[config.mk]
export PLATFORM = sky130hd
export DESIGN_NAME = two_digit_seven_segment_serial_driver_core
export DESIGN_NICKNAME = d
export VERILOG_FILES = /design/src/rtl/ssd_pkg.sv /design/src/rtl/ssd_front.sv /design/src/rtl/ssd_queue.sv /design/src/rtl/ssd_back.sv /design/src/rtl/two_digit_seven_segment_serial_driver_core.sv
export VERILOG_INCLUDE_DIRS = /design/src /design/src/rtl
export SDC_FILE = /design/constraint.sdc
export NUM_CORES = 1
export LEC_CHECK = 0
export ABC_AREA = 1
export BUFFER_PORTS_ARGS = -buffer_cell sky130_fd_sc_hd__buf_2
export CAP_MARGIN = 10
export CORE_UTILIZATION = 38
export DETAILED_ROUTE_END_ITERATION = 10
export PLACE_DENSITY_LB_ADDON = 0.2
export SYNTH_ARGS = -nofsm -noshare
export SYNTH_HDL_FRONTEND = slang
export SYNTH_SLANG_ARGS = --single-unit
[constraint.sdc]
create_clock -name clk_i -period 3 [get_ports clk_i]
set_input_delay 0.15 -clock clk_i [delete_from_list [all_inputs] [get_ports clk_i]]
set_output_delay 0.15 -clock clk_i [all_outputs]
set_load 0.01 [all_outputs]
[src/rtl/two_digit_seven_segment_serial_driver_core_macros.svh]
// Assertion macros for the seven-segment serial driver.
`ifndef TWO_DIGIT_SEVEN_SEGMENT_SERIAL_DRIVER_CORE_MACROS_SVH
`define TWO_DIGIT_SEVEN_SEGMENT_SERIAL_DRIVER_CORE_MACROS_SVH

// Same-cycle implication.
`define SSD_ASSERT_NOW(label, pre, post, msg) \
  label: assert property (@(posedge clk_i) disable iff (!rst_ni) (pre) |-> (post)) \
    else $error(msg);

// Next-cycle implication.
`define SSD_ASSERT_NEXT(label, pre, post, msg) \
  label: assert property (@(posedge clk_i) disable iff (!rst_ni) (pre) |=> (post)) \
    else $error(msg);

`endif

[src/rtl/ssd_pkg.sv]
package ssd_pkg;

  localparam logic [1:0] OP_TICK    = 2'd0;
  localparam logic [1:0] OP_SET_DEC = 2'd1;
  localparam logic [1:0] OP_SET_HEX = 2'd2;

  localparam int unsigned BEAT_CNT_W   = 5;
  localparam logic [BEAT_CNT_W-1:0] BLANK_STROBE = 5'd8;
  localparam logic [BEAT_CNT_W-1:0] PAT_FIRST    = 5'd9;
  localparam logic [BEAT_CNT_W-1:0] PAT_MSB_POS  = 5'd16;
  localparam logic [BEAT_CNT_W-1:0] LAST_BEAT    = 5'd17;

  localparam logic [6:0]  DEC_MAX   = 7'd99;
  localparam logic [13:0] DIV10_MUL = 14'd103;

  typedef struct packed {
    logic [7:0] pattern;
    logic       phase;
  } tick_t;

  // Segment order MSB..LSB: g c d e a b f dp
  function automatic logic [7:0] seg_lookup(input logic [3:0] nib);
    logic [7:0] seg;
    case (nib)
      4'h0: seg = 8'h7e;
      4'h1: seg = 8'h44;
      4'h2: seg = 8'hbc;
      4'h3: seg = 8'hec;
      4'h4: seg = 8'hc6;
      4'h5: seg = 8'hea;
      4'h6: seg = 8'hfa;
      4'h7: seg = 8'h4c;
      4'h8: seg = 8'hfe;
      4'h9: seg = 8'hee;
      4'ha: seg = 8'hde;
      4'hb: seg = 8'hf2;
      4'hc: seg = 8'h3a;
      4'hd: seg = 8'hf4;
      4'he: seg = 8'hba;
      default: seg = 8'h9a;
    endcase
    return seg;
  endfunction

endpackage

[src/rtl/ssd_front.sv]
module ssd_front import ssd_pkg::*; (
  input  logic       clk_i,
  input  logic       rst_ni,
  input  logic       push,
  output logic       full,
  input  logic [1:0] op_i,
  input  logic [7:0] value_i,
  input  logic       q_full_i,
  output logic       q_push_o,
  output tick_t      q_data_o
);

  logic [7:0]  digit_q [2];
  logic [7:0]  digit0_d, digit1_d;
  logic        phase_q, phase_d;
  logic        accept;
  logic [6:0]  dec_val;
  logic [13:0] dec_prod;
  logic [3:0]  tens;
  logic [6:0]  ones_w;

  assign full   = q_full_i;
  assign accept = push && !q_full_i;

  assign dec_val  = (value_i > {1'b0, DEC_MAX}) ? DEC_MAX : value_i[6:0];
  assign dec_prod = {7'd0, dec_val} * DIV10_MUL;
  assign tens     = dec_prod[13:10];
  assign ones_w   = dec_val - ({3'd0, tens} * 7'd10);

  always_comb begin
    digit0_d = digit_q[0];
    digit1_d = digit_q[1];
    phase_d  = phase_q;
    q_push_o = 1'b0;
    if (accept) begin
      case (op_i)
        OP_TICK: begin
          phase_d  = ~phase_q;
          q_push_o = 1'b1;
        end
        OP_SET_DEC: begin
          digit0_d = seg_lookup(ones_w[3:0]);
          digit1_d = seg_lookup(tens);
        end
        OP_SET_HEX: begin
          digit0_d = seg_lookup(value_i[3:0]);
          digit1_d = seg_lookup(value_i[7:4]);
        end
        default: ;
      endcase
    end
  end

  assign q_data_o.phase   = ~phase_q;
  assign q_data_o.pattern = digit_q[~phase_q];

  always_ff @(posedge clk_i or negedge rst_ni) begin
    if (!rst_ni) begin
      digit_q[0] <= '0;
      digit_q[1] <= '0;
      phase_q    <= 1'b0;
    end else begin
      digit_q[0] <= digit0_d;
      digit_q[1] <= digit1_d;
      phase_q    <= phase_d;
    end
  end

endmodule

[src/rtl/ssd_queue.sv]
module ssd_queue import ssd_pkg::*; #(
  parameter int unsigned DEPTH = 2
) (
  input  logic  clk_i,
  input  logic  rst_ni,
  input  logic  push_i,
  input  tick_t data_i,
  output logic  full_o,
  output logic  valid_o,
  input  logic  pop_i,
  output tick_t data_o
);

  localparam int unsigned PTR_W = (DEPTH > 1) ? $clog2(DEPTH) : 1;
  localparam int unsigned CNT_W = $clog2(DEPTH + 1);
  localparam logic [PTR_W-1:0] PTR_LAST = PTR_W'(DEPTH - 1);
  localparam logic [CNT_W-1:0] CNT_FULL = CNT_W'(DEPTH);

  tick_t            mem_q [DEPTH];
  logic [PTR_W-1:0] wr_ptr_q, wr_ptr_d;
  logic [PTR_W-1:0] rd_ptr_q, rd_ptr_d;
  logic [CNT_W-1:0] cnt_q, cnt_d;
  logic             do_push, do_pop;

  assign full_o  = (cnt_q == CNT_FULL);
  assign valid_o = (cnt_q != '0);
  assign do_push = push_i && !full_o;
  assign do_pop  = pop_i && valid_o;
  assign data_o  = mem_q[rd_ptr_q];

  always_comb begin
    wr_ptr_d = wr_ptr_q;
    rd_ptr_d = rd_ptr_q;
    cnt_d    = cnt_q;
    if (do_push) begin
      wr_ptr_d = (wr_ptr_q == PTR_LAST) ? '0 : wr_ptr_q + 1'b1;
    end
    if (do_pop) begin
      rd_ptr_d = (rd_ptr_q == PTR_LAST) ? '0 : rd_ptr_q + 1'b1;
    end
    if (do_push && !do_pop) begin
      cnt_d = cnt_q + 1'b1;
    end else if (do_pop && !do_push) begin
      cnt_d = cnt_q - 1'b1;
    end
  end

  always_ff @(posedge clk_i) begin
    if (do_push) begin
      mem_q[wr_ptr_q] <= data_i;
    end
  end

  always_ff @(posedge clk_i or negedge rst_ni) begin
    if (!rst_ni) begin
      wr_ptr_q <= '0;
      rd_ptr_q <= '0;
      cnt_q    <= '0;
    end else begin
      wr_ptr_q <= wr_ptr_d;
      rd_ptr_q <= rd_ptr_d;
      cnt_q    <= cnt_d;
    end
  end

endmodule

[src/rtl/ssd_back.sv]
module ssd_back import ssd_pkg::*; (
  input  logic  clk_i,
  input  logic  rst_ni,
  input  logic  common_anode_i,
  input  logic  q_valid_i,
  input  tick_t q_data_i,
  output logic  q_pop_o,
  output logic  empty,
  input  logic  pop,
  output logic  kind_o,
  output logic  serial_bit_o,
  output logic  common0_level_o,
  output logic  common1_level_o,
  output logic  last_o
);

  logic                  busy_q, busy_d;
  logic [BEAT_CNT_W-1:0] cnt_q, cnt_d;
  tick_t                 cur_q, cur_d;
  logic                  out_valid_q, out_valid_d;
  logic                  kind_q, bit_q, c0_q, c1_q, last_q;
  logic                  kind_d, bit_d, c0_d, c1_d, last_d;

  logic                  advance, have;
  tick_t                 src;
  logic [BEAT_CNT_W-1:0] src_cnt;
  logic [BEAT_CNT_W-1:0] bit_pos;
  logic                  off;

  assign advance = !out_valid_q || pop;
  assign have    = busy_q || q_valid_i;
  assign src     = busy_q ? cur_q : q_data_i;
  assign src_cnt = busy_q ? cnt_q : '0;
  assign q_pop_o = advance && !busy_q && q_valid_i;
  assign off     = common_anode_i;
  assign bit_pos = PAT_MSB_POS - src_cnt;

  // Beat for the current count: blank byte, strobe, digit byte, strobe.
  always_comb begin
    kind_d = 1'b0;
    bit_d  = 1'b0;
    c0_d   = off;
    c1_d   = off;
    last_d = 1'b0;
    if (src_cnt < BLANK_STROBE) begin
      bit_d = common_anode_i;
    end else if (src_cnt == BLANK_STROBE) begin
      kind_d = 1'b1;
    end else begin
      c0_d = src.phase ? off : ~off;
      c1_d = src.phase ? ~off : off;
      if (src_cnt == LAST_BEAT) begin
        kind_d = 1'b1;
        last_d = 1'b1;
      end else if (src_cnt >= PAT_FIRST) begin
        bit_d = src.pattern[bit_pos[2:0]] ^ common_anode_i;
      end
    end
  end

  always_comb begin
    busy_d      = busy_q;
    cnt_d       = cnt_q;
    cur_d       = cur_q;
    out_valid_d = out_valid_q;
    if (advance) begin
      out_valid_d = have;
      if (have) begin
        cur_d = src;
        if (src_cnt == LAST_BEAT) begin
          busy_d = 1'b0;
          cnt_d  = '0;
        end else begin
          busy_d = 1'b1;
          cnt_d  = src_cnt + 1'b1;
        end
      end
    end
  end

  always_ff @(posedge clk_i or negedge rst_ni) begin
    if (!rst_ni) begin
      busy_q      <= 1'b0;
      cnt_q       <= '0;
      out_valid_q <= 1'b0;
    end else begin
      busy_q      <= busy_d;
      cnt_q       <= cnt_d;
      out_valid_q <= out_valid_d;
    end
  end

  always_ff @(posedge clk_i) begin
    cur_q <= cur_d;
    if (advance && have) begin
      kind_q <= kind_d;
      bit_q  <= bit_d;
      c0_q   <= c0_d;
      c1_q   <= c1_d;
      last_q <= last_d;
    end
  end

  assign empty           = !out_valid_q;
  assign kind_o          = kind_q;
  assign serial_bit_o    = bit_q;
  assign common0_level_o = c0_q;
  assign common1_level_o = c1_q;
  assign last_o          = last_q;

endmodule

[src/rtl/two_digit_seven_segment_serial_driver_core.sv]
// Two-digit multiplexed seven-segment driver for an external 8-bit shift
// register. Set items (decimal, clamped to 99, or hex) store the two digit
// patterns and produce no beats. Each tick produces 18 output beats, one
// per cycle while pop keeps up: 8 blank bits, a latch strobe, the 8 bits
// of the next digit MSB first, and a final strobe flagged by last_o. A
// tick thus occupies the serializer until its last beat is taken; the
// input side keeps taking items until the tick queue (QUEUE_DEPTH entries)
// fills. common_anode inverts the shifted bits and the common levels; it is
// not held per tick, so a write also changes the later beats of a tick.
`include "two_digit_seven_segment_serial_driver_core_macros.svh"

module two_digit_seven_segment_serial_driver_core import ssd_pkg::*; #(
  parameter int unsigned QUEUE_DEPTH = 2
) (
  input  logic       clk_i,
  input  logic       rst_ni,
  input  logic       cfg_we_i,
  input  logic       cfg_wdata_i,
  input  logic       push,
  output logic       full,
  input  logic [1:0] op_i,
  input  logic [7:0] value_i,
  output logic       empty,
  input  logic       pop,
  output logic       kind_o,
  output logic       serial_bit_o,
  output logic       common0_level_o,
  output logic       common1_level_o,
  output logic       last_o
);

  logic  common_anode_q;
  logic  q_push, q_full, q_valid, q_pop;
  tick_t q_wdata, q_rdata;

  always_ff @(posedge clk_i or negedge rst_ni) begin
    if (!rst_ni) begin
      common_anode_q <= 1'b0;
    end else if (cfg_we_i) begin
      common_anode_q <= cfg_wdata_i;
    end
  end

  ssd_front u_front (
    .clk_i    (clk_i),
    .rst_ni   (rst_ni),
    .push     (push),
    .full     (full),
    .op_i     (op_i),
    .value_i  (value_i),
    .q_full_i (q_full),
    .q_push_o (q_push),
    .q_data_o (q_wdata)
  );

  ssd_queue #(
    .DEPTH (QUEUE_DEPTH)
  ) u_queue (
    .clk_i   (clk_i),
    .rst_ni  (rst_ni),
    .push_i  (q_push),
    .data_i  (q_wdata),
    .full_o  (q_full),
    .valid_o (q_valid),
    .pop_i   (q_pop),
    .data_o  (q_rdata)
  );

  ssd_back u_back (
    .clk_i           (clk_i),
    .rst_ni          (rst_ni),
    .common_anode_i  (common_anode_q),
    .q_valid_i       (q_valid),
    .q_data_i        (q_rdata),
    .q_pop_o         (q_pop),
    .empty           (empty),
    .pop             (pop),
    .kind_o          (kind_o),
    .serial_bit_o    (serial_bit_o),
    .common0_level_o (common0_level_o),
    .common1_level_o (common1_level_o),
    .last_o          (last_o)
  );

  `SSD_ASSERT_NOW(a_no_overflow, q_push, !q_full, "tick pushed into full queue")
  `SSD_ASSERT_NOW(a_pop_valid, q_pop, q_valid, "serializer loaded from empty queue")
  `SSD_ASSERT_NOW(a_last_strobe, !empty && last_o, kind_o && !serial_bit_o, "last beat not a strobe")
  `SSD_ASSERT_NEXT(a_last_done, !empty && pop && last_o && !q_valid, empty, "beat after last without tick")

endmodule

==> impl_results.md, run 1 <==
* Most instantiated library cell after synthesis: nand2_1
* Routability cong. at 0.906
* FP Rows at 41
* Top Layer Used: met4
* Post-synthesis sequential area ratio at 31.7%
* DPL Wire Length at 9390 um
* Ys async rst share at 47.4%
* Xor-xnor portion of the synthesized cell area at 2.84%
* Post-Synthesis Cells at 629
* Gr usage total at 19.6%
* Cell taking the most area after synthesis: edfxtp_1
* Post-route insts no fill at 911
* Routed wl met3 at 235 um
* Final Max Slew Viols at 0
* Average size of a mapped cell at 7.92 sq um
* Slew HR at 51.1%
* Initial antenna violation count at 0
* Drt drc at 0
* Comb power frac at 65.1%
* Worst Skew at 9.38 ps
* Share of cells above drive strength 1 at 35.2%
* Tcrit/Tclk final at 144%
* DR pass1 iterations at 4
* Core area at 12,700 sq um
* P_sw at 2.91 mW
* Compound-Gate Fraction of Synth Area at 12.5%
* CTS tree: done
* Vias/cell at 4.88
* Critical Path Fanout Max at 7
* Total gr overflow at 0
* Synth Area in Simple Gates at 23.9%
* Final net count at 824
* EDFF count, synth at 30
* Die Area at 13,600 sq um
* IO Port Bufs at 22
* Syn nets at 719
* Worst Setup Start Kind: primary input
* ANT cells at 0
* Total power at 6.56 mW
* CP endpoint kind: register
* RSZ-0062 raised after global routing: true
* Met1 Wirelength at 5190 um
* Clock share of power at 14.3%
* Net Sw Frac at 44.4%
* Num CTS Buffers at 9
* Fin. Hold Viols at 0
* Dpl cells at 873
* Final period demand of the worst path at 4330 ps
* Post-synth top flop: edfxtp_1
* Pleak at 3.28 nW
* Vias at 4,450
* Unique cell type count in the Yosys netlist at 44
* Synthesized flop and latch total at 57
* Final WL at 12,000 um
* CTS root buf: clkbuf_16
* Internal at 3.65 mW
* Cell area after synthesis at 4980 sq um
* Sequential share of power at 20.6%
* DR WL met2 at 6350 um
* Vias in the first global route at 4,482
* Fmax at 0.231 GHz
* Pwr dens at 962 nW/um^2
* Failing checks: negative setup slack
* Starting density of the core at 39.1%
* Final setup viols at 14
* Mux cell area share after synthesis at 0%
* Largest net degree at the start of global routing at 28
* Antenna viol nets, final at 0
* Sink Count at 57
* Critical setup path kind: primary input to register
* First-pass GRT wire length at 20,700 um
* Main combinational cell family by area after synthesis: simple AND/OR/NAND/NOR gates
* Die H at 116 um
* Critical path arrival at 4550 ps
* Adder-cell share of the synthesized area at 19.8%
* TNS Setup at -17,650 ps
* Max clock buf depth at 2
* I/O Pins at 23
* Area contributors post-synth: edfxtp_1 18%, ha_1 17%, dfrtp_1 14%, nand2_1 9.9%, inv_1 7.2%
* WL/cell at 13.2 um
* Clock Pin Slew Worst Setup and Hold Paths at 50 ps
* Worst EP required at 3220 ps
* Worst vdd ir at 0.551 mV
* Max-cap violations at 0
* Hold Slack at 41.6 ps
* Post-synth top area share at 18.1%
* Hold Crit Class: primary input to register
* CTS H-tree depth at 3
* Final setup margin at -1330 ps
* Outcome: finished with violations
* Die X at 116 um
* Area grow syn2layout at 36.8%
* Actual slew at the worst max-slew pin at 731 ps
* Top post-synthesis cells by count: 132 x nand2_1, 96 x inv_1, 66 x ha_1, 49 x nor2_1
* Iteration-0 DRC Markers at 271
* Yosys warns at 0
* Clk Latency, worst-skew pair at 320 ps
-- registers in the layout, summed over array words and instances (netlist names) --
| register | cells |
|---|---|
| common_anode_q | 1 |
| u_back.busy_q | 1 |
| u_back.cnt_q | 5 |
| u_back.common0_level_o | 1 |
| u_back.common1_level_o | 1 |
| u_back.cur_q | 9 |
| u_back.kind_o | 1 |
| u_back.last_o | 1 |
| u_back.out_valid_q | 1 |
| u_back.serial_bit_o | 1 |
| u_front.digit_q | 14 |
| u_front.phase_q | 1 |
| u_queue.cnt_q | 2 |
| u_queue.mem_q | 16 |
| u_queue.rd_ptr_q | 1 |
| u_queue.wr_ptr_q | 1 |
-- cell families (layout without fill, tap and decap cells) --
group / after synthesis / in the layout
compound gates: 108 / 108
xor+xnor: 14 / 14
fa+ha+maj: 74 / 74
buf+inv: 118 / 228
flops: 57 / 57
simple gates: 258 / 258
-- layout by cell type, fill, tap and decap left out, types with 10 or more instances in the layout --
cell      count
a21oi_1      29
buf_2        19
buf_4        76
dfrtp_1      27
edfxtp_1     30
ha_1         42
ha_4         21
inv_1        79
inv_2        18
nand2_1     111
nand2_2      19
nand3_1      30
nand3_2      17
nor2_1       34
nor2_4       10
o21ai_0      38
xor2_1       10
-- per-stage QoR --
stage	cell area, sq um	util [%]	setup slack, ps
floorplan	5240	-	-1590
global placement	5950	46.7	-1820
detailed placement	5950	46.7	-1890
CTS	6610	52.0	-1400
global route	6810	53.6	-1540
finish	6810	53.6	-1330
-- power groups by stage --
stage	logic [mW]	registers [mW]	clock network, mW
after floorplan	2.40	1.30	0
after global placement	3.26	1.36	0
after detailed placement	3.33	1.36	0
after CTS	3.92	1.35	0.954
after global routing	4.73	1.39	0.991
final	4.27	1.35	0.939
-- per-layer routing --
layer,up-vias,GRT usage [%]
li1,2270,-
met5,-,0
met3,19,2.13
met4,0,7.52
met2,73,37.0
met1,2088,22.6
-- path summary, 6_finish.rpt --
check	startpoint	end	slack, ps	depth (start not counted)
worst min register to register	u_front.digit_q[3]	u_front.digit_q[3]	480	2
worst max register to register	u_back.busy_q	u_back.serial_bit_o	690	11
min in group asynchronous	rst_ni	u_front.digit_q[12]	390	2
worst max-delay path	value_i[4]	u_front.digit_q[10]	-1330	27
max in group asynchronous	rst_ni	common_anode_q	2180	2
worst min-delay path	cfg_wdata_i	common_anode_q	40	3
-- layout make-up --
class                           instances  area [sq um]
Tap cell                              172           215
Multi-Input combinational cell        454          3540
Sequential cell                        57          1580
Inverter                              107           428
Timing Repair Buffer                  104           766
Timing Repair inverter                  1          6.26
Clock inverter                          4          25.0
Clock buffer                           12           256
Fill cell                            1173          5910
-- critical path: stages --
cell	delay, ps
buf_8	110
clkinvlp_4	70
ha_4	140
nand2_4	60
o21ai_4	370
buf_6	180
nor2_8	40
ha_4	270
inv_2	30
fa_1	480
inv_2	40
fa_1	520
ha_4	220
ha_4	300
nand2_4	50
nor2_4	110
nand3b_1	100
nand4_1	150
nand2_2	100
xnor2_2	160
ha_4	360
inv_8	60
nor2_4	130
nand3b_1	130
nand3_2	80
nand2_2	60
nand2_1	50
-- timing repair --
| action | CTS | global route |
|---|---|---|
| pin swaps | 46 | 33 |
| resized for setup | 65 | 42 |
| gates cloned | 1 | 0 |
| hold buffers | 1 | 0 |
| setup buffers | 15 | 6 |
| hold endpoints to repair | 27 | 0 |
| endpoints found under the setup margin | 14 | 14 |
(Power assumes the default switching activity.)
==> inputs of run 2 (changes only) <==
--- a/config.mk
+++ b/config.mk
@@ -9,6 +9,8 @@
 export ABC_AREA = 1
 export BUFFER_PORTS_ARGS = -buffer_cell sky130_fd_sc_hd__buf_2
 export CAP_MARGIN = 10
+export CELL_PAD_IN_SITES_DETAIL_PLACEMENT = 0
+export CELL_PAD_IN_SITES_GLOBAL_PLACEMENT = 1
 export CORE_UTILIZATION = 38
 export DETAILED_ROUTE_END_ITERATION = 10
 export PLACE_DENSITY_LB_ADDON = 0.2
==> run 2 against run 1 <==
Against the previous run: the run still ends with negative setup slack left; routed wire length is 5.3% higher; setup slack worse by 65 ps; utilization is 0.88 points higher; global-route usage is 0.33 points higher; critical path depth stayed put; critical path type unchanged; largest power group unchanged; highest routed layer unchanged.
==> impl_results.md, run 2 (synthesis results as in run 1) <==
* Fin. Hold Viols at 0 (unchanged)
* Sequential share of power at 19.7% (-0.9 points)
* WL/cell at 13.8 um (+4.6%)
* Hold endpoint: common_anode_q
* Num CTS Buffers at 9 (unchanged)
* Total power at 6.88 mW (+4.9%)
* Failing checks: negative setup slack
* Die X at 116 um (unchanged)
* CTS root buf: clkbuf_16
* Pwr dens at 993 nW/um^2 (+3.3%)
* HP Start: cfg_wdata_i
* Max stage delay cell, worst path: fa_1
* I/O Pins at 23 (unchanged)
* FP Rows at 41 (unchanged)
* Share of cells above drive strength 1 at 35.4% (+0.25 points)
* Vias at 4,496 (+1.0%)
* Biggest regs: u_queue.mem_q: 16 flops, u_front.digit_q: 14 flops, u_back.cur_q: 9 flops
* Crit path buffers/inverters at 6 (unchanged)
* Area grow syn2layout at 39.1%
* CTS tree: done
* Clk Latency, worst-skew pair at 330 ps (about the same)
* Reg-to-Reg End: u_back.serial_bit_o
* Worst Setup Start Kind: primary input
* Fmax at 0.227 GHz (-1.5%)
* Critical path arrival at 4660 ps (+110 ps)
* TNS Setup at -18,120 ps (-470 ps)
* Largest Register: u_queue.mem_q
* First-pass GRT wire length at 20,800 um (+0.54%)
* Hold Crit Class: primary input to register
* IO Port Bufs at 22 (unchanged)
* Largest net degree at the start of global routing at 28 (unchanged)
* Reg-to-reg slack, setup at 590 ps (-100 ps)
* Worst vdd ir at 0.902 mV (+64%)
* Final WL at 12,700 um (+5.3%)
* Tcrit/Tclk final at 147% (+2.2 points)
* Internal at 3.92 mW (+7.5%)
* RR Startpoint: u_back.busy_q
* Final setup viols at 14 (unchanged)
* Vias/cell at 4.90 (+0.37%)
* Antenna viol nets, final at 0 (unchanged)
* Actual slew at the worst max-slew pin at 731 ps (+0.719 ps)
* Starting density of the core at 39.1% (unchanged)
* Vias in the first global route at 4,405 (-1.7%)
* Slowest stage delay, CP at 530 ps (about the same)
* Iteration-0 DRC Markers at 308 (+14%)
* Final setup margin at -1400 ps (-64.9 ps)
* Final net count at 830 (+0.73%)
* Total gr overflow at 0 (unchanged)
* Routability cong. at 0.869 (-4.1%)
* Hold Slack at 30.8 ps (-10.8 ps)
* Commonest cells after routing, fill and taps aside: 111 x nand2_1, 83 x buf_4, 81 x inv_1
* Max FFs per register at 16 (unchanged)
* CP endpoint kind: register
* DR pass1 iterations at 4 (unchanged)
* Max-cap violations at 0 (unchanged)
* Final period demand of the worst path at 4400 ps (+64.9 ps)
* Outcome: finished with violations
* Core area at 12,700 sq um (unchanged)
* Clock share of power at 17.4% (+3.1 points)
* Comb power frac at 63.0% (-2.1 points)
* Initial antenna violation count at 0 (unchanged)
* DPL Wire Length at 9820 um (+4.6%)
* Pleak at 3.34 nW (+1.7%)
* # fillers at 1,239 (+5.6%)
* Die H at 116 um (unchanged)
* Register area at 1580 sq um (unchanged)
* Most common cell after layout, fill and taps aside: nand2_1
* Post-layout util at 54.4% (+0.88 points)
* Worst path depth at 27 (unchanged)
* Gr usage total at 19.9% (+0.33 points)
* Top delay family on crit path: adder cells
* Final Max Slew Viols at 0 (unchanged)
* Worst EP required at 3260 ps (+40 ps)
* Die Area at 13,600 sq um (unchanged)
* P_sw at 2.96 mW (+1.7%)
* Sink Count at 57 (unchanged)
* Reg2reg path depth at 10 (-1)
* Net Sw Frac at 43.0% (-1.4 points)
* Hold Path Stages at 3 (unchanged)
* CTS H-tree depth at 3 (unchanged)
* Slew HR at 51.2% (+0.13 points)
* Worst Skew at 9.09 ps (-0.288 ps)
* Area of the multi-input gates at 3540 sq um (-0.11%)
* Clock Pin Slew Worst Setup and Hold Paths at 50 ps (about the same)
* ANT cells at 0 (unchanged)
* CP dominant cell by count: ha_4
* Critical setup path kind: primary input to register
* RSZ-0062 raised after global routing: true
* Critical Path Fanout Max at 7 (unchanged)
* Max clock buf depth at 2 (unchanged)
* Drt drc at 0 (unchanged)
[run 2: worst min-delay path: stages]
cell,delay (ps)
buf_2,70
nand2_1,30
o21ai_0,60
[run 2: power by group through the flow]
stage                     logic (mW)  clock network, mW  registers [mW]
after floorplan                 2.40                  0            1.30
after global placement          3.42                  0            1.36
after detailed placement        3.47                  0            1.37
after CTS                       3.95               1.22            1.36
after global routing            4.81               1.25            1.39
final                           4.33               1.19            1.35
[run 2: how the worst max path moves through the flow]
stage          startpoint                   to  slack [ps]
2_1_floorplan  value_i[6]  u_front.digit_q[11]       -1590
3_3_place_gp   value_i[4]  u_front.digit_q[11]       -1860
3_5_place_dp   value_i[4]  u_front.digit_q[11]       -1910
4_1_cts        value_i[4]  u_front.digit_q[11]       -1440
5_1_grt        value_i[4]  u_front.digit_q[15]       -1640
6_report       value_i[4]  u_front.digit_q[12]       -1400
[run 2: routing by layer]
| layer | track usage (%) | share of wire (%) | routed length [um] |
|---|---|---|---|
| met3 | 2.44 | 2.1 | 270 |
| met5 | 0 | 0 | 0 |
| met4 | 7.61 | 1.7 | 210 |
| met2 | 36.7 | 53 | 6710 |
| met1 | 23.6 | 43 | 5470 |
[run 2: per-stage QoR]
stage,setup slack [ps],cells,cell area [sq um]
floorplan,-1590,629,5240
global placement,-1860,884,6030
detailed placement,-1910,884,6030
CTS,-1440,911,6660
global route,-1640,917,6930
finish,-1400,917,6930
[run 2: layout make-up]
| cell class | count | share of cell area [%] |
|---|---|---|
| sequential | 57 | 22.8 |
| timing repair buffer | 111 | 11.8 |
| clock buffer | 9 | 3.25 |
| inverter | 107 | 6.22 |
| tap | 172 | 3.11 |
| multi-input combinational | 454 | 51.1 |
| clock inverter | 7 | 1.81 |
[run 2: timing repair]
item / 4_1_cts / 5_1_grt
gates resized for setup: 59 / 45
pin swaps: 49 / 26
endpoints found under the setup margin: 14 / 14
buffers inserted: 10 / 6
hold buffers: 1 / 0
cloned: 0 / 0
endpoints found under the hold margin: 27 / 0
==> inputs of run 3 (changes only) <==
--- a/config.mk
+++ b/config.mk
@@ -14,6 +14,7 @@
 export CORE_UTILIZATION = 38
 export DETAILED_ROUTE_END_ITERATION = 10
 export PLACE_DENSITY_LB_ADDON = 0.2
+export REMOVE_ABC_BUFFERS = 1
 export SYNTH_ARGS = -nofsm -noshare
 export SYNTH_HDL_FRONTEND = slang
 export SYNTH_SLANG_ARGS = --single-unit
==> run 3 against run 2 <==
Against the previous run: the run still ends with negative setup slack left; hold slack better by 6.9 ps; utilization increased by 0.098 points; clock skew about the same; setup slack worse by 4.9 ps; combinational power fell by 4%; global-route usage grew 0.47 points; cell count up 1.4%.
==> impl_results.md, run 3 (synthesis results as in run 1) <==
* Area grow syn2layout at 39.3%
* Worst EP required at 3210 ps (-50 ps)
* Fin. Hold Viols at 0 (unchanged)
* CTS root buf: clkbuf_16
* Core area at 12,700 sq um (unchanged)
* Internal at 3.75 mW (-4.4%)
* Reg-to-Reg End: u_back.serial_bit_o
* Post-layout util at 54.5% (+0.098 points)
* First-pass GRT wire length at 21,300 um (+2.3%)
* Sink Count at 57 (unchanged)
* Critical setup path kind: primary input to register
* Critical Path Fanout Max at 7 (unchanged)
* CP dominant cell by count: ha_4
* Vias in the first global route at 4,501 (+2.2%)
* ANT cells at 0 (unchanged)
* Critical path arrival at 4610 ps (-50 ps)
* Routability cong. at 0.984 (+13%)
* Worst vdd ir at 0.300 mV (-67%)
* WL/cell at 13.8 um (-0.32%)
* Gr usage total at 20.4% (+0.47 points)
* Vias at 4,484 (-0.27%)
* Final setup viols at 14 (unchanged)
* # fillers at 1,225 (-1.1%)
* Slowest stage delay, CP at 580 ps (+50 ps)
* Total gr overflow at 0 (unchanged)
* Slew HR at 54.6% (+3.4 points)
* P_sw at 2.83 mW (-4.3%)
* Hold endpoint: common_anode_q
* Max-cap violations at 0 (unchanged)
* Die H at 116 um (unchanged)
* Max clock buf depth at 2 (unchanged)
* Initial antenna violation count at 0 (unchanged)
* Failing checks: negative setup slack
* Final setup margin at -1400 ps (-4.92 ps)
* Final Max Slew Viols at 0 (unchanged)
* IO Port Bufs at 22 (unchanged)
* Register area at 1580 sq um (unchanged)
* Commonest cells after routing, fill and taps aside: 114 x nand2_1, 90 x buf_4, 80 x inv_1
* Largest Register: u_queue.mem_q
* Share of cells above drive strength 1 at 34.7% (-0.74 points)
* Worst Skew at 9.50 ps (+0.411 ps)
* Worst Setup Start Kind: primary input
* Clk Latency, worst-skew pair at 320 ps (about the same)
* Final period demand of the worst path at 4400 ps (+4.92 ps)
* Area of the multi-input gates at 3470 sq um (-1.9%)
* Outcome: finished with violations
* Starting density of the core at 39.1% (unchanged)
* Most common cell after layout, fill and taps aside: nand2_1
* Iteration-0 DRC Markers at 305 (-0.97%)
* Largest net degree at the start of global routing at 28 (unchanged)
* Final WL at 12,800 um (+1.1%)
* Sequential share of power at 20.7% (+1.0 points)
* Drt drc at 0 (unchanged)
* Net Sw Frac at 43.0% (about the same)
* RSZ-0062 raised after global routing: true
* Comb power frac at 63.4% (+0.4 points)
* Vias/cell at 4.82 (-1.7%)
* Pwr dens at 948 nW/um^2 (-4.6%)
* CTS tree: done
* Die Area at 13,600 sq um (unchanged)
* HP Start: cfg_we_i
* I/O Pins at 23 (unchanged)
* Clock share of power at 16.0% (-1.4 points)
* Actual slew at the worst max-slew pin at 679 ps (-52.8 ps)
* Tcrit/Tclk final at 147% (+0.16 points)
* Clock Pin Slew Worst Setup and Hold Paths at 50 ps (about the same)
* Num CTS Buffers at 9 (unchanged)
* Hold Crit Class: primary input to register
* TNS Setup at -18,270 ps (-149 ps)
* Max FFs per register at 16 (unchanged)
* CP endpoint kind: register
* FP Rows at 41 (unchanged)
* Die X at 116 um (unchanged)
* RR Startpoint: u_back.busy_q
* Pleak at 3.39 nW (+1.5%)
* Biggest regs: u_queue.mem_q: 16 flops, u_front.digit_q: 14 flops, u_back.cur_q: 9 flops
* Fmax at 0.227 GHz (-0.11%)
* DR pass1 iterations at 4 (unchanged)
* Hold Path Stages at 2 (-1)
* Dpl ws at -2140 ps (-229 ps)
* Final net count at 843 (+1.6%)
* Reg-to-reg slack, setup at 680 ps (+90 ps)
* DPL Wire Length at 9590 um (-2.3%)
* Antenna viol nets, final at 0 (unchanged)
* Reg2reg path depth at 11 (+1)
* CTS H-tree depth at 3 (unchanged)
* Max stage delay cell, worst path: fa_2
==> run 3: cell types whose count changed in the layout (fill, tap and decap cells not counted), sizes merged <==
cell	before	now
clkinvlp	1	2
buf	110	122
clkbuf	9	10
bufinv	3	2
inv	104	102
clkinv	6	8
==> run 3: final cells by class <==
cell class	count	area share, %
multi-input combinational	454	50.0
clock inverter	6	1.21
tap	172	3.10
sequential	57	22.7
clock buffer	10	3.30
inverter	107	6.11
timing repair inverter	1	0.0902
timing repair buffer	123	13.5
==> run 3: power groups by stage <==
stage	Combinational, mW	Sequential [mW]	Clock, mW
6_report	4.17	1.36	1.05
3_5_place_dp	3.13	1.37	0
3_3_place_gp	3.10	1.36	0
4_1_cts	3.93	1.36	1.07
2_1_floorplan	2.12	1.33	0
5_1_grt	4.67	1.40	1.11
==> run 3: layer usage <==
metal | vias to the layer above | share of wire (%) | track usage (%)
met4 | 0 | 1.7 | 5.90
met5 | - | 0 | 0
met1 | 2101 | 45 | 24.9
met3 | 14 | 2.3 | 2.91
li1 | 2306 | - | -
met2 | 63 | 51 | 37.2
==> run 3: per-stage QoR <==
step	area, sq um	instances	total power, mW	hold slack, ps
4_1_cts	6740	919	6.36	31.4
2_1_floorplan	4920	618	3.45	-146
6_report	6940	930	6.58	37.7
3_3_place_gp	5820	888	4.46	217
5_1_grt	6940	930	7.18	61.0
3_5_place_dp	5820	888	4.50	207
==> run 3: repair_timing <==
action / CTS / global route
hold buffers: 1 / 0
pin swaps: 57 / 27
setup buffers: 13 / 11
endpoints found under the hold margin: 27 / 0
endpoints found under the setup margin: 14 / 14
gates resized for setup: 113 / 35
gates cloned: 1 / 0
==> run 3: how the worst max path moves through the flow <==
| stage | start | to | slack (ps) | cells after the start |
|---|---|---|---|---|
| after detailed placement | value_i[4] | u_front.digit_q[15] | -2140 | 31 |
| after global routing | value_i[4] | u_front.digit_q[11] | -1610 | 30 |
| after floorplan | value_i[4] | u_front.digit_q[15] | -2100 | 30 |
| after global placement | value_i[4] | u_front.digit_q[11] | -2020 | 30 |
| after CTS | value_i[4] | u_front.digit_q[11] | -1300 | 31 |
| final | value_i[4] | u_front.digit_q[11] | -1400 | 30 |
==> run 3: critical path: cells and delay by family <==
family          cells  cell delay [ps]
compound gates      3              310
xor+xnor            1              220
fa+ha+maj           7             2220
buf+inv             7              590
simple gates       12             1110
